`src/hdl/crmf_pkg.sv`:
```
// shared types and constants of the cross median-of-five filter
package crmf_pkg;

	localparam int PW             = 23;   // position counters
	localparam int TW             = 24;   // pixels per frame
	localparam int WW             = 11;   // frame width register
	localparam int HW             = 13;   // frame height register
	localparam int CH_W           = 8;    // one color sample
	localparam int NUM_LANES      = 3;    // red, green, blue
	localparam int CFG_IDX_W      = 2;
	localparam int CFG_DATA_W     = 16;
	localparam int DEF_MAX_WIDTH  = 1024;
	localparam int MAX_HEIGHT     = 4096;
	localparam int RESET_WIDTH    = 640;
	localparam int RESET_HEIGHT   = 480;

	localparam logic [CFG_IDX_W-1:0] REG_FRAME_WIDTH  = 2'd0;
	localparam logic [CFG_IDX_W-1:0] REG_FRAME_HEIGHT = 2'd1;

	// lane 0 red, lane 1 green, lane 2 blue
	typedef logic [NUM_LANES-1:0][CH_W-1:0] pix_t;

	typedef struct packed {
		logic rd_en;
		logic wr_en;
	} lb_ctrl_t;

	typedef struct packed {
		logic busy;
		logic done;
	} div_stat_t;

	typedef enum logic [2:0] {
		SEQ_IDLE,
		SEQ_TOTAL,
		SEQ_SUM,
		SEQ_WRAP,
		SEQ_DIV
	} seq_state_t;

endpackage

```
`src/hdl/crmf_med5_lane.sv`:
```
// one color lane: median of the five-point cross, or the center at a border
module crmf_med5_lane (
	input  logic [crmf_pkg::CH_W-1:0] left,
	input  logic [crmf_pkg::CH_W-1:0] center,
	input  logic [crmf_pkg::CH_W-1:0] right,
	input  logic [crmf_pkg::CH_W-1:0] top,
	input  logic [crmf_pkg::CH_W-1:0] bottom,
	input  logic                      inner,
	output logic [crmf_pkg::CH_W-1:0] y
);
	import crmf_pkg::*;

	logic [CH_W-1:0] min_lr, max_lr, min_tb, max_tb;
	logic [CH_W-1:0] lo, hi, min_cl, max_cl, mid_hi, med;

	always_comb begin
		min_lr = (left < right) ? left : right;
		max_lr = (left < right) ? right : left;
		min_tb = (top < bottom) ? top : bottom;
		max_tb = (top < bottom) ? bottom : top;
		// larger of the pair minima, smaller of the pair maxima
		lo     = (min_lr > min_tb) ? min_lr : min_tb;
		hi     = (max_lr < max_tb) ? max_lr : max_tb;
		// median of center, lo and hi
		min_cl = (center < lo) ? center : lo;
		max_cl = (center < lo) ? lo : center;
		mid_hi = (max_cl < hi) ? max_cl : hi;
		med    = (min_cl > mid_hi) ? min_cl : mid_hi;
		y      = inner ? med : center;
	end

endmodule

```
`config.mk`:
```
export PLATFORM = sky130hd
export DESIGN_NAME = crmf_med5_lane
export DESIGN_NICKNAME = d
export VERILOG_FILES = /design/src/hdl/crmf_pkg.sv /design/src/hdl/crmf_med5_lane.sv
export SDC_FILE = /design/constraint.sdc
export NUM_CORES = 1
export LEC_CHECK = 0
export BUFFER_PORTS_ARGS = -buffer_cell sky130_fd_sc_hd__buf_2
export CAP_MARGIN = 20
export CELL_PAD_IN_SITES_DETAIL_PLACEMENT = 1
export CELL_PAD_IN_SITES_GLOBAL_PLACEMENT = 2
export CORE_MARGIN = 2
export CORE_UTILIZATION = 36
export DETAILED_ROUTE_END_ITERATION = 7
export PLACE_DENSITY_LB_ADDON = 0.1
export SETUP_SLACK_MARGIN = 0.3
export SKIP_LAST_GASP = 1
export SYNTH_ARGS = -nofsm -noshare
export SYNTH_HDL_FRONTEND = slang
export SYNTH_SLANG_ARGS = --single-unit
```
`constraint.sdc`:
```
create_clock -name vclk -period 19.45
set_input_delay 2.9175 -clock vclk [all_inputs]
set_output_delay 2.9175 -clock vclk [all_outputs]
set_load 0.005 [all_outputs]
```
==> out/qor.yml <==
clock_network:
  postCtsSetupBuffers: 0
  cts_hold_buffers: 0
  postCtsResizedCells: 0
route:
  first_iter_violations: 70
  vias: 2678
  routed_wl_um: 8360
  first_pass_iters: 4
  met1_length_um: 3790
  routed.top_layer: "met4"
  ant_nets: 0
  post_drt_wl_per_cell_um: 17.7
  wl_met3_um: 242
  viasPerCell: 5.69
  wl_met2_um: 4260
  drc: 0
placement:
  pre_cts_slack_ps: 2980
  place_congestion: 0.895
  numPortBuffers: 49
  hpwl_um: 7480
critical_path:
  crit_family: "compound AO/OA/AOI/OAI gates"
  crit_arrival_ps: 13520
  critPathCaptureType: "output port"
  start_kind: "primary input"
  crit_path_start: "bottom[7]"
  cp_slowest_cell: "o311ai_4"
  cp_data_required_time_ps: 16530
  cpPeakStageDelay_ps: 930
  path_max_fanout: 24
  cp.buffers_inverters: 5
  worstSetupPathType: "primary input to output port"
  cp.depth: 44
logic_synthesis:
  synth.distinct_cells: 51
  synth_warnings: 0
  yosysMostFrequentCell: "ha_1"
  ys_top_cells_by_area: "ha_1 24%, mux2i_1 11%, a21oi_1 6.8%"
  syn_nets: 437
  postSynthAreaPerCell_um2: 7.17
  synth_common_cells: "47 x ha_1, 40 x inv_1, 34 x a21oi_1, 28 x nand2_1"
  synth-seq-area-share_pct: 0
  yosysTopAreaCellShare_pct: 23.5
  netlist_area_um2: 2500
  netlist_instances: 349
  synth_top_area_cell: "ha_1"
grt:
  antenna_found_initial: 0
  grt_pass1_vias: 2668
  grt_max_degree: 25
  grt_pass1_wl_um: 13300
  gr-usage-all-layers_pct: 22.1
  overflow: 0
cells_and_area:
  nClkBuffers: 0
  fin_nets: 481
  nFillCells: 880
  area_growth_syn_to_layout_pct: 12.4
  drive_above_1_share_pct: 18.2
  n_antenna_cell: 0
  ff_latch_area_um2: 0
  seq_cells: 0
power_and_ir_drop:
  power.leakage_nw: 1.47
  total_power_w: 0.000368
  vdd_drop_max_mv: 0.0895
  cellPowerDensity_nw_per_um2: 131
floorplanning:
  core-area_um2: 6760
  die_w_um: 87.4
  rows: 30
  start_util_pct: 37.0
  fp.dieH_um: 87.4
  die_area_um2: 7630
  io_pins: 49
hold_path:
  min-delay-path-class: "primary input to output port"
  hold_path_depth: 4
  hp-start: "center[3]"
  min_to: "y[3]"
timing:
  period_needed_ps: 16440
  slew_headroom_pct: 28.2
  hold_viol: 0
  setup_viol: 0
  fin_crit_sh_pct: 84.5
  final.setup.tns_ps: 0
  worst_slew_pin_slew_ps: 1070
  postLayoutSetupSlackWorst_ps: 3010
  fin_worst_hold_slack_ps: 6230
  final_max_slew_viol_count: 0
  rsz0062_at_grt: "no"
  fmax_ghz: 0.0608
run_status:
  status: "finished, final reports clean"
job:
  cap_violations: 0
cell families after synthesis:
family	Yosys count	synth area share (%)
AO/OA/AOI/OAI	123	34.2
XOR/XNOR	2	0.700
adder cells (fa/ha/maj)	48	23.9
buffers and inverters	48	7.55
multiplexers	41	17.1
AND/OR/NAND/NOR	87	16.6
layer usage:
metal | global-route usage (%) | vias up
li1 | - | 1382
met1 | 28.0 | 1247
met2 | 42.8 | 45
met3 | 0.474 | 4
met4 | 1.54 | 0
met5 | 0 | -
power breakdown:
part | switching (W) | internal, W
combinational | 0.000220 | 0.000148
sequential | 0 | 0
clock | 0 | 0
total | 0.000220 | 0.000148
worst max path at each step:
stage            to  slack [ps]
3_3_place_gp   y[3]        3220
3_5_place_dp   y[7]        2980
2_1_floorplan  y[6]        4940
4_1_cts        y[7]        2990
6_report       y[7]        3010
5_1_grt        y[6]        1840
area by class of cell:
cell class                 count  area, um2  area share [%]
inverter                      41        154            5.47
multi-input combinational    301       2310            82.3
tap                           80        100            3.56
timing repair buffer          49        245            8.72
through the flow:
stage / std cells / utilization, % / instance area [um2]
CTS: 471 / 41.6 / 2810
detailed placement: 471 / 41.6 / 2810
global placement: 471 / 41.6 / 2810
floorplan: 349 / - / 2500
finish: 471 / 41.6 / 2810
global route: 471 / 41.6 / 2810
placed cells by master, fill, tap and decap left out, types with 3 or more instances in the layout:
master,n
nor3_1,3
a211oi_1,3
nand4_1,6
mux2_2,14
ha_1,47
inv_1,40
nand3_1,8
o22ai_1,3
nor2_1,23
o21ai_0,27
o221ai_1,3
a32oi_1,3
nand2b_1,8
o21ai_1,3
buf_2,49
nand2_1,28
a21oi_1,34
a21o_1,15
a21boi_1,3
nor2b_1,3
mux2i_1,27
o21a_1,7
o31a_1,3
Note: power is estimated with default switching activity, not from simulation.
