$ cat src/hdl/crmf_pkg.sv
// shared types and constants of the cross median-of-five filter
package crmf_pkg;

	localparam int PW             = 23;   // position counters
	localparam int TW             = 24;   // pixels per frame
	localparam int WW             = 11;   // frame width register
	localparam int HW             = 13;   // frame height register
	localparam int CH_W           = 8;    // one color sample
	localparam int NUM_LANES      = 3;    // red, green, blue
	localparam int CFG_IDX_W      = 2;
	localparam int CFG_DATA_W     = 16;
	localparam int DEF_MAX_WIDTH  = 1024;
	localparam int MAX_HEIGHT     = 4096;
	localparam int RESET_WIDTH    = 640;
	localparam int RESET_HEIGHT   = 480;

	localparam logic [CFG_IDX_W-1:0] REG_FRAME_WIDTH  = 2'd0;
	localparam logic [CFG_IDX_W-1:0] REG_FRAME_HEIGHT = 2'd1;

	// lane 0 red, lane 1 green, lane 2 blue
	typedef logic [NUM_LANES-1:0][CH_W-1:0] pix_t;

	typedef struct packed {
		logic rd_en;
		logic wr_en;
	} lb_ctrl_t;

	typedef struct packed {
		logic busy;
		logic done;
	} div_stat_t;

	typedef enum logic [2:0] {
		SEQ_IDLE,
		SEQ_TOTAL,
		SEQ_SUM,
		SEQ_WRAP,
		SEQ_DIV
	} seq_state_t;

endpackage

$ cat src/hdl/crmf_divider.sv
// restoring divider, one quotient bit per cycle, for position to row and column
module crmf_divider (
	input  logic                    clk,
	input  logic                    arst_n,
	input  logic                    start,
	input  logic [crmf_pkg::PW-1:0] dividend,
	input  logic [crmf_pkg::WW-1:0] divisor,
	output crmf_pkg::div_stat_t     stat,
	output logic [crmf_pkg::PW-1:0] quotient,
	output logic [crmf_pkg::WW-1:0] remainder
);
	import crmf_pkg::*;

	localparam int CNT_W = $clog2(PW);

	logic             busy_q, done_q;
	logic [CNT_W-1:0] cnt_q;
	logic [PW-1:0]    dvd_q, quo_q;
	logic [WW-1:0]    rem_q, rem_nxt;
	logic [WW:0]      trial;
	logic             ge;

	always_comb begin
		trial   = {rem_q, dvd_q[PW-1]};
		ge      = trial >= {1'b0, divisor};
		rem_nxt = ge ? WW'(trial - {1'b0, divisor}) : trial[WW-1:0];
	end

	always_ff @(posedge clk or negedge arst_n) begin
		if (!arst_n) begin
			busy_q <= 1'b0;
			done_q <= 1'b0;
			cnt_q  <= '0;
		end else begin
			done_q <= 1'b0;
			if (start) begin
				busy_q <= 1'b1;
				cnt_q  <= '0;
			end else if (busy_q) begin
				cnt_q <= cnt_q + CNT_W'(1);
				if (cnt_q == CNT_W'(PW - 1)) begin
					busy_q <= 1'b0;
					done_q <= 1'b1;
				end
			end
		end
	end

	always_ff @(posedge clk) begin
		if (start) begin
			dvd_q <= dividend;
			rem_q <= '0;
			quo_q <= '0;
		end else if (busy_q) begin
			dvd_q <= {dvd_q[PW-2:0], 1'b0};
			rem_q <= rem_nxt;
			quo_q <= {quo_q[PW-2:0], ge};
		end
	end

	assign stat.busy = busy_q;
	assign stat.done = done_q;
	assign quotient  = quo_q;
	assign remainder = rem_q;

endmodule

$ cat config.mk
export PLATFORM = sky130hd
export DESIGN_NAME = crmf_divider
export DESIGN_NICKNAME = d
export VERILOG_FILES = /design/src/hdl/crmf_pkg.sv /design/src/hdl/crmf_divider.sv
export SDC_FILE = /design/constraint.sdc
export NUM_CORES = 1
export LEC_CHECK = 0
export ABC_AREA = 1
export ABC_CLOCK_PERIOD_IN_PS = 2220
export BUFFER_PORTS_ARGS = -buffer_cell sky130_fd_sc_hd__buf_2
export CORE_ASPECT_RATIO = 1.1
export CORE_UTILIZATION = 53
export CTS_BUF_LIST = sky130_fd_sc_hd__clkbuf_16
export DETAILED_ROUTE_END_ITERATION = 16
export PLACE_DENSITY = 0.79
export SETUP_SLACK_MARGIN = 0.5
export SKIP_LAST_GASP = 1
export SLEW_MARGIN = 25
export SYNTH_ARGS = -nofsm -noshare
export SYNTH_HDL_FRONTEND = slang
export SYNTH_SLANG_ARGS = --single-unit
$ cat constraint.sdc
create_clock -name clk -period 2.22 [get_ports clk]
set_clock_uncertainty 0.1 [all_clocks]
set_input_delay 0.444 -clock clk [delete_from_list [all_inputs] [get_ports clk]]
set_output_delay 0.444 -clock clk [all_outputs]
set_load 0.05 [all_outputs]
==> flow_metrics.py, run 1 <==
metrics = {
    "setup_path": {
        "endpoint_kind": "flop",
        "path_class": "flop to flop",
        "crit_family": "simple AND/OR/NAND/NOR gates",
        "cpMostUsedCell": "nor2_1",
        "cp_max_fo": 7,
        "critPathBufInv": 2,
        "slowest_stage": "fa_2",
        "max_stage_delay_ps": 350,
        "start_kind": "flop",
        "cp.arrival_ps": 2070,
        "path_cells": "inv_2 > ha_4 > fa_2 > inv_2 > nand3_2 > nand3_4 > nand3_4 > nand4_1 > nor2_1 > nor2_1 > nor2_1",
        "required_ps": 2330,
    },
    "final_layout": {
        "multiInputGateArea_mm2": 0.00158,
        "final-seq-area_mm2": 0.00157,
        "antenna_cells": 0,
        "fin_nets": 546,
        "drive_above_1_share_pct": 29.8,
        "final_cell_mix": "136 x nand2_1, 71 x buf_2, 54 x inv_1",
        "layout_commonest_cell": "nand2_1",
        "areaGrowthSynthToFinish_pct": 32.9,
        "fill_cells": 436,
        "stdcell_area_mm2": 0.00424,
    },
    "die": {
        "dieArea_mm2": 0.00634,
        "die_width_um": 76.0,
        "ios": 73,
        "fp.dieH_um": 83.4,
        "core-area_mm2": 0.00581,
        "start_util_pct": 55.0,
        "rows": 29,
    },
    "power": {
        "p_sw_share_pct": 41.4,
        "p_per_area_mw_per_mm2": 1200,
        "pwr-share-clk_pct": 25.0,
        "p_leak_nw": 2.12,
        "power_switching_mw": 2.10,
        "power_frac_comb_pct": 44.6,
        "p_seq_share_pct": 30.4,
        "ir_worst_vdd_uv": 599,
        "intPower_mw": 2.97,
    },
    "grt": {
        "globalRouteTotalUtil_pct": 25.9,
        "grt_pass1_vias": 2943,
        "grt_max_degree": 35,
        "grt_overflow": 0,
        "grt_pass1_wl_um": 13000,
        "antenna_found_initial": 0,
    },
    "sta": {
        "fmax_mhz": 512,
        "rsz0062_at_grt": "true",
        "slew_headroom_pct": 67.7,
        "setup_tns_ps": 0,
        "hold-worst-slack_ps": 277,
        "fin_crit_sh_pct": 88.0,
        "finalSetupViolCount": 0,
        "slew_viol_final": 0,
        "finalWorstSetupSlack_ps": 267,
        "hold_viol_final": 0,
        "worst_pin_slew_ps": 483,
        "fin_crit_ps": 1950,
    },
    "placement": {
        "portBuffers": 72,
        "dp_slack_ps": 51.1,
        "dp_hpwl_um": 5130,
        "post_dp_cell_area_mm2": 0.00378,
        "globalplace.congestion": 0.906,
    },
    "detailed_routing": {
        "drtIter0Drc": 284,
        "dr.pass1.iters": 6,
        "wire_per_inst_um": 14.0,
        "routed_wl_um": 8050,
        "ant_nets": 0,
        "vias": 3073,
        "post-route-drc-count": 0,
        "drt-vias-per-instance": 5.33,
    },
    "cts": {
        "clk_pin_slew_ps": 60,
        "cts_tree": "yes",
        "cts_buffers": 9,
        "root_buffer": "clkbuf_16",
        "cts.sinks": 64,
        "clockBufferDepth": 2,
        "cts_max_level": 3,
        "clock_latency_ps": 320,
    },
    "synthesis": {
        "synth_ff_type": "dfxtp_1",
        "syn-cell-area_mm2": 0.00319,
        "yosysWarnings": 0,
        "avgSynthCellArea_um2": 7.83,
        "synth_edf_count": 23,
        "synthCells": 408,
        "synthDistinctLibCells": 35,
        "synth-seq-area-share_pct": 48.4,
        "synth-seq-cells": 64,
        "ys_async_sr_fraction_pct": 10.9,
        "syn-num-nets": 459,
    },
    "run_status": {
        "status": "completed",
    },
    "min_path": {
        "hold_path_class": "primary input to flop",
    },
    "run": {
        "maxCapViolations": 0,
    },
}
-- power by group through the flow --
stage / Clock [mW] / Combinational, mW / Sequential (mW)
detailed placement: 0 / 1.84 / 1.56
CTS: 1.27 / 2.08 / 1.54
floorplan: 0 / 1.14 / 1.89
finish: 1.27 / 2.26 / 1.54
global placement: 0 / 1.79 / 1.56
global route: 1.33 / 2.42 / 1.57
-- per-layer routing --
layer | track usage (%) | wire [um]
met5 | 0 | 0
met4 | 14.9 | 283
met3 | 3.41 | 530
met2 | 43.1 | 3940
met1 | 32.5 | 3300
-- metrics by stage --
| step | utilization, % | std cells | power [mW] |
|---|---|---|---|
| after floorplan | - | 408 | 3.03 |
| after global placement | 65.0 | 550 | 3.35 |
| after detailed placement | 65.0 | 550 | 3.40 |
| after CTS | 72.1 | 575 | 4.89 |
| after global routing | 73.1 | 577 | 5.32 |
| final | 73.1 | 577 | 5.08 |
-- sequential cells by signal, summed over array words and instances (netlist names) --
register and count:
dvd_q 23, quotient 23, remainder 11, cnt_q 5, busy_q 1, done_q 1
-- area by class of cell --
class | instances | share of cell area (%)
clock inverters | 7 | 1.09
well taps | 77 | 2.27
clock buffers | 9 | 5.31
multi-input cells | 274 | 37.2
flip-flops and latches | 64 | 37.0
repair buffers | 87 | 11.9
inverters | 59 | 5.22
-- Yosys cell counts, drive strengths merged (3+ instances only) --
| library cell | count | area (um^2) |
|---|---|---|
| nand2 | 143 | 539 |
| inv | 58 | 218 |
| dfxtp | 34 | 681 |
| nor2 | 34 | 133 |
| edfxtp | 23 | 691 |
| nand3 | 20 | 113 |
| o22ai | 20 | 125 |
| ha | 13 | 163 |
| o21ai | 11 | 55.1 |
| a21oi | 10 | 65.1 |
| nand4 | 9 | 56.3 |
| buf | 8 | 52.5 |
| dfrtp | 7 | 175 |
| clkbuf | 6 | 22.5 |
| nor3 | 3 | 26.3 |
-- cell families after synthesis --
family,Yosys count,share of synthesized area [%]
xor gates and xnor gates,2,0.548
AOI/OAI and AO/OA,44,8.46
DFF,64,48.4
adders and majority gates,14,5.72
buffers and inverters,73,9.28
and+or+nand+nor,211,27.6
-- final timing paths --
path	slack, ps	start	to	cells past startpoint
max	270	dvd_q[22]	remainder[3]	11
min	280	start	remainder[6]	2
max reg2reg	270	dvd_q[22]	remainder[3]	11
min reg2reg	380	quotient[22]	quotient[22]	2
max in group asynchronous	1490	arst_n	done_q	2
min in group asynchronous	380	arst_n	cnt_q[1]	2
-- repair_timing --
action | CTS | global route
hold buffers | 1 | 0
setup endpoints to repair | 13 | 12
endpoints found under the hold margin | 7 | 0
pin swaps | 9 | 2
gates resized for setup | 8 | 11
cloned | 3 | 0
buffers inserted | 5 | 2
Power figures use the tool's default switching activity.
==> inputs of run 2 (changes only) <==
- ABC_CLOCK_PERIOD_IN_PS: 2220 -> not set
- CORE_MARGIN: not set -> 2
- clock period: 2.22 -> 2.5 ns (I/O delays scaled with it)
==> flow_metrics.py, run 2 (synthesis results as in run 1) <==
metrics = {
    "power": {
        "p_sw_share_pct": 40.6,
        "power_switching_mw": 1.73,
        "ir_worst_vdd_uv": 764,
        "power_frac_comb_pct": 42.7,
        "p_seq_share_pct": 32.4,
        "intPower_mw": 2.53,
        "p_per_area_mw_per_mm2": 1020,
        "pwr-share-clk_pct": 24.9,
        "p_leak_nw": 2.07,
    },
    "placement": {
        "dp_slack_ps": 240,
        "portBuffers": 72,
        "globalplace.congestion": 0.899,
        "post_dp_cell_area_mm2": 0.00376,
        "dp_hpwl_um": 5240,
    },
    "final_layout": {
        "fin_nets": 541,
        "stdcell_area_mm2": 0.00417,
        "drive_above_1_share_pct": 27.3,
        "antenna_cells": 0,
        "areaGrowthSynthToFinish_pct": 30.4,
        "layout_commonest_cell": "nand2_1",
        "final_cell_mix": "138 x nand2_1, 72 x buf_2, 55 x inv_1",
        "fill_cells": 462,
    },
    "sta": {
        "setup_tns_ps": 0,
        "finalWorstSetupSlack_ps": 605,
        "hold-worst-slack_ps": 341,
        "fin_crit_sh_pct": 75.8,
        "fmax_mhz": 528,
        "finalSetupViolCount": 0,
        "hold_viol_final": 0,
        "slew_headroom_pct": 55.3,
        "slew_viol_final": 0,
        "worst_pin_slew_ps": 668,
        "fin_crit_ps": 1900,
        "rsz0062_at_grt": "false",
    },
    "grt": {
        "globalRouteTotalUtil_pct": 23.0,
        "grt_pass1_vias": 2625,
        "grt_pass1_wl_um": 11900,
        "antenna_found_initial": 0,
        "grt_max_degree": 47,
        "grt_overflow": 0,
    },
    "detailed_routing": {
        "dr.pass1.iters": 5,
        "drtIter0Drc": 194,
        "wire_per_inst_um": 13.3,
        "ant_nets": 0,
        "routed_wl_um": 7590,
        "vias": 2958,
        "drt-vias-per-instance": 5.17,
        "post-route-drc-count": 0,
    },
    "setup_path": {
        "required_ps": 2600,
        "endpoint_kind": "flop",
        "cp_max_fo": 4,
        "cp.arrival_ps": 2000,
        "start_kind": "flop",
        "path_class": "flop to flop",
    },
    "cts": {
        "clockBufferDepth": 2,
        "cts.sinks": 64,
        "clock_latency_ps": 320,
        "clk_pin_slew_ps": 50,
        "cts_max_level": 3,
        "cts_buffers": 9,
        "root_buffer": "clkbuf_16",
        "cts_tree": "yes",
    },
    "min_path": {
        "hold_path_class": "primary input to flop",
    },
    "run_status": {
        "status": "completed",
    },
    "die": {
        "dieArea_mm2": 0.00666,
        "rows": 29,
        "core-area_mm2": 0.00581,
        "die_width_um": 78.0,
        "fp.dieH_um": 85.4,
        "ios": 73,
        "start_util_pct": 55.0,
    },
    "run": {
        "maxCapViolations": 0,
    },
}
## run 2: repair_timing
action,in CTS,in global routing
pin swaps,0,8
endpoints found under the hold margin,7,0
endpoints found under the setup margin,1,11
gates cloned,0,2
setup buffers,0,5
hold buffers,1,0
resized for setup,0,17
## run 2: critical path, cell delays in order (launching register included)
cell     delay (ps)
dfxtp_2         340
ha_1            360
nand2_1         150
nor2_1          220
nand2_1         130
a21oi_1         180
nor2_1           70
nand2_1          50
nand2_1          50
nor2_1          100
nor2_1           40
## run 2: power groups by stage
stage	clock, mW	sequential [mW]	combinational [mW]
after floorplan	0	1.66	0.998
after global placement	0	1.38	1.58
after detailed placement	0	1.39	1.61
after CTS	1.08	1.37	1.62
after global routing	1.13	1.40	1.99
final	1.06	1.38	1.82
## run 2: per-stage QoR
stage | total power, mW | utilization, % | std cells
floorplan | 2.66 | - | 408
global placement | 2.96 | 64.7 | 548
detailed placement | 2.99 | 64.7 | 548
CTS | 4.07 | 69.3 | 565
global route | 4.52 | 71.8 | 572
finish | 4.26 | 71.8 | 572
## run 2: final timing paths
kind | startpoint | to | slack [ps] | cells after the start
max | remainder[3] | remainder[6] | 600 | 10
min | dividend[0] | dvd_q[0] | 340 | 3
max reg2reg | remainder[3] | remainder[6] | 600 | 10
min reg2reg | cnt_q[3] | cnt_q[3] | 370 | 1
max in group asynchronous | arst_n | busy_q | 1700 | 2
min in group asynchronous | arst_n | cnt_q[4] | 440 | 2
## run 2: final cells by class
| class | count | area (um^2) | share of cell area, % |
|---|---|---|---|
| multi-input cells | 273 | 1550 | 37.3 |
| clock buffers | 9 | 225 | 5.41 |
| clock inverters | 7 | 32.5 | 0.781 |
| well taps | 77 | 96.3 | 2.31 |
| inverters | 59 | 221 | 5.32 |
| flip-flops and latches | 64 | 1570 | 37.6 |
| repair buffers | 83 | 470 | 11.3 |
## run 2: per-layer routing
metal / routed length (um) / track usage, %
met4: 161 / 10.8
met1: 3280 / 29.1
met2: 3780 / 37.5
met3: 369 / 5.11
met5: 0 / 0
==> inputs of run 3 (changes only) <==
- clock period: 2.5 -> 1.9 ns (I/O delays scaled with it)
==> flow_metrics.py, run 3 (synthesis results as in run 1) <==
metrics = {
    "run_status": {
        "status": "finished with violations",
        "violations": "setup timing",
    },
    "power": {
        "p_per_area_mw_per_mm2": 1410,
        "power_mw": 6.44,
        "p_leak_nw": 2.25,
        "ir_worst_vdd_uv": 1230,
    },
    "die": {
        "die_width_um": 78.0,
        "core-area_mm2": 0.00581,
        "rows": 29,
        "ios": 73,
        "fp.dieH_um": 85.4,
        "dieArea_mm2": 0.00666,
        "start_util_pct": 55.0,
    },
    "grt": {
        "grt_overflow": 0,
        "antenna_found_initial": 0,
        "grt_max_degree": 35,
        "grt_pass1_wl_um": 13300,
        "grt_pass1_vias": 2924,
        "globalRouteTotalUtil_pct": 25.8,
    },
    "sta": {
        "hold_viol_final": 0,
        "fin_crit_ps": 1980,
        "slew_viol_final": 0,
        "finalSetupViolCount": 2,
        "slew_headroom_pct": 78.8,
        "fin_crit_sh_pct": 104,
        "fmax_mhz": 505,
        "worst_pin_slew_ps": 315,
        "rsz0062_at_grt": "true",
        "finalWorstSetupSlack_ps": -81.5,
    },
    "cts": {
        "cts_tree": "yes",
        "clockBufferDepth": 2,
        "cts.sinks": 64,
        "clk_pin_slew_ps": 50,
        "cts_max_level": 3,
        "cts_buffers": 9,
        "root_buffer": "clkbuf_16",
        "clock_latency_ps": 330,
    },
    "setup_path": {
        "endpoint_kind": "flop",
        "start_kind": "flop",
        "timing.rr.end": "quotient[0]",
        "path_cells": "ha_4 > nand2_1 > nand2_1 > nand2_1 > nand2_1 > a21oi_4 > buf_6 > nand4_1 > buf_4 > o211a_1",
        "max_stage_delay_ps": 380,
        "cp.arrival_ps": 2100,
        "required_ps": 2020,
        "path_class": "flop to flop",
        "cpMostUsedCell": "nand2_1",
        "reg2reg_depth": 10,
        "cp_max_fo": 4,
        "slowest_stage": "dfxtp_4",
        "r2r-start": "remainder[8]",
        "rrSetupSlack_ps": -80,
    },
    "detailed_routing": {
        "ant_nets": 0,
        "wire_per_inst_um": 14.0,
        "routed_wl_um": 8380,
        "drtIter0Drc": 208,
        "vias": 3132,
        "dr.pass1.iters": 4,
        "post-route-drc-count": 0,
        "drt-vias-per-instance": 5.22,
    },
    "placement": {
        "globalplace.congestion": 0.887,
        "placed_cells": 570,
        "portBuffers": 72,
        "dp_hpwl_um": 5360,
    },
    "min_path": {
        "holdCritStartpoint": "dividend[0]",
        "hold_path_class": "primary input to flop",
        "hold_end": "dvd_q[0]",
        "holdPathStages": 3,
    },
    "final_layout": {
        "antenna_cells": 0,
        "drive_above_1_share_pct": 31.9,
        "layout_commonest_cell": "nand2_1",
        "final_cell_mix": "138 x nand2_1, 56 x inv_1, 50 x buf_4",
        "fin_nets": 569,
        "fin_cells": 600,
        "areaGrowthSynthToFinish_pct": 43.4,
    },
    "run": {
        "maxCapViolations": 0,
    },
}
## run 3: cell type report
| type | instances | area [um^2] |
|---|---|---|
| Inverter | 59 | 224 |
| Tap cell | 77 | 96.3 |
| Clock inverter | 7 | 80.1 |
| Sequential cell | 64 | 1580 |
| Fill cell | 408 | 1220 |
| Clock buffer | 9 | 225 |
| Timing Repair Buffer | 111 | 825 |
| Multi-Input combinational cell | 273 | 1550 |
## run 3: what timing repair did
item	in CTS	in global routing
hold buffers	1	0
setup buffers	7	4
endpoints found under the setup margin	37	77
hold endpoints to repair	7	0
pin swaps	8	10
resized for setup	36	24
gates cloned	2	0
## run 3: how the worst max path moves through the flow
| stage | startpoint | endpoint | depth (start not counted) |
|---|---|---|---|
| after floorplan | divisor[0] | remainder[5] | 11 |
| after global placement | divisor[0] | remainder[5] | 11 |
| after detailed placement | divisor[0] | remainder[5] | 11 |
| after CTS | dvd_q[22] | remainder[3] | 11 |
| after global routing | remainder[4] | remainder[3] | 11 |
| final | remainder[8] | quotient[0] | 10 |
## run 3: layer usage
layer,GRT usage (%),part of all wire [%],vias to the layer above
li1,-,-,1540
met1,32.2,41,1459
met2,43.1,51,109
met3,5.00,5.5,24
met4,12.1,2.7,0
met5,0,0,-
## run 3: metrics by stage
| stage | hold slack (ps) | setup TNS [ps] | setup slack (ps) | util, % | area, um^2 |
|---|---|---|---|---|---|
| CTS | 212 | 0 | 31.0 | 77.3 | 4490 |
| global placement | 118 | -928 | -97.4 | 68.6 | 3980 |
| global route | 219 | -876 | -145 | 78.9 | 4580 |
| finish | 216 | -147 | -81.5 | 78.9 | 4580 |
| floorplan | -15.6 | 0 | 27.9 | - | 3380 |
| detailed placement | 119 | -1410 | -149 | 68.6 | 3980 |
## run 3: power by group
part           total, mW  leakage, nW  internal [mW]  switching [mW]
logic               2.91         1.46           1.23            1.68
registers           1.85        0.626           1.65           0.199
clock network       1.69        0.161           1.13           0.561
## run 3: critical path: cells and delay by family, from the launching register on
kind | cells | cell delay (ps)
compound gates | 2 | 280
fa+ha+maj | 1 | 220
buf+inv | 2 | 360
flops | 1 | 380
simple gates | 5 | 540
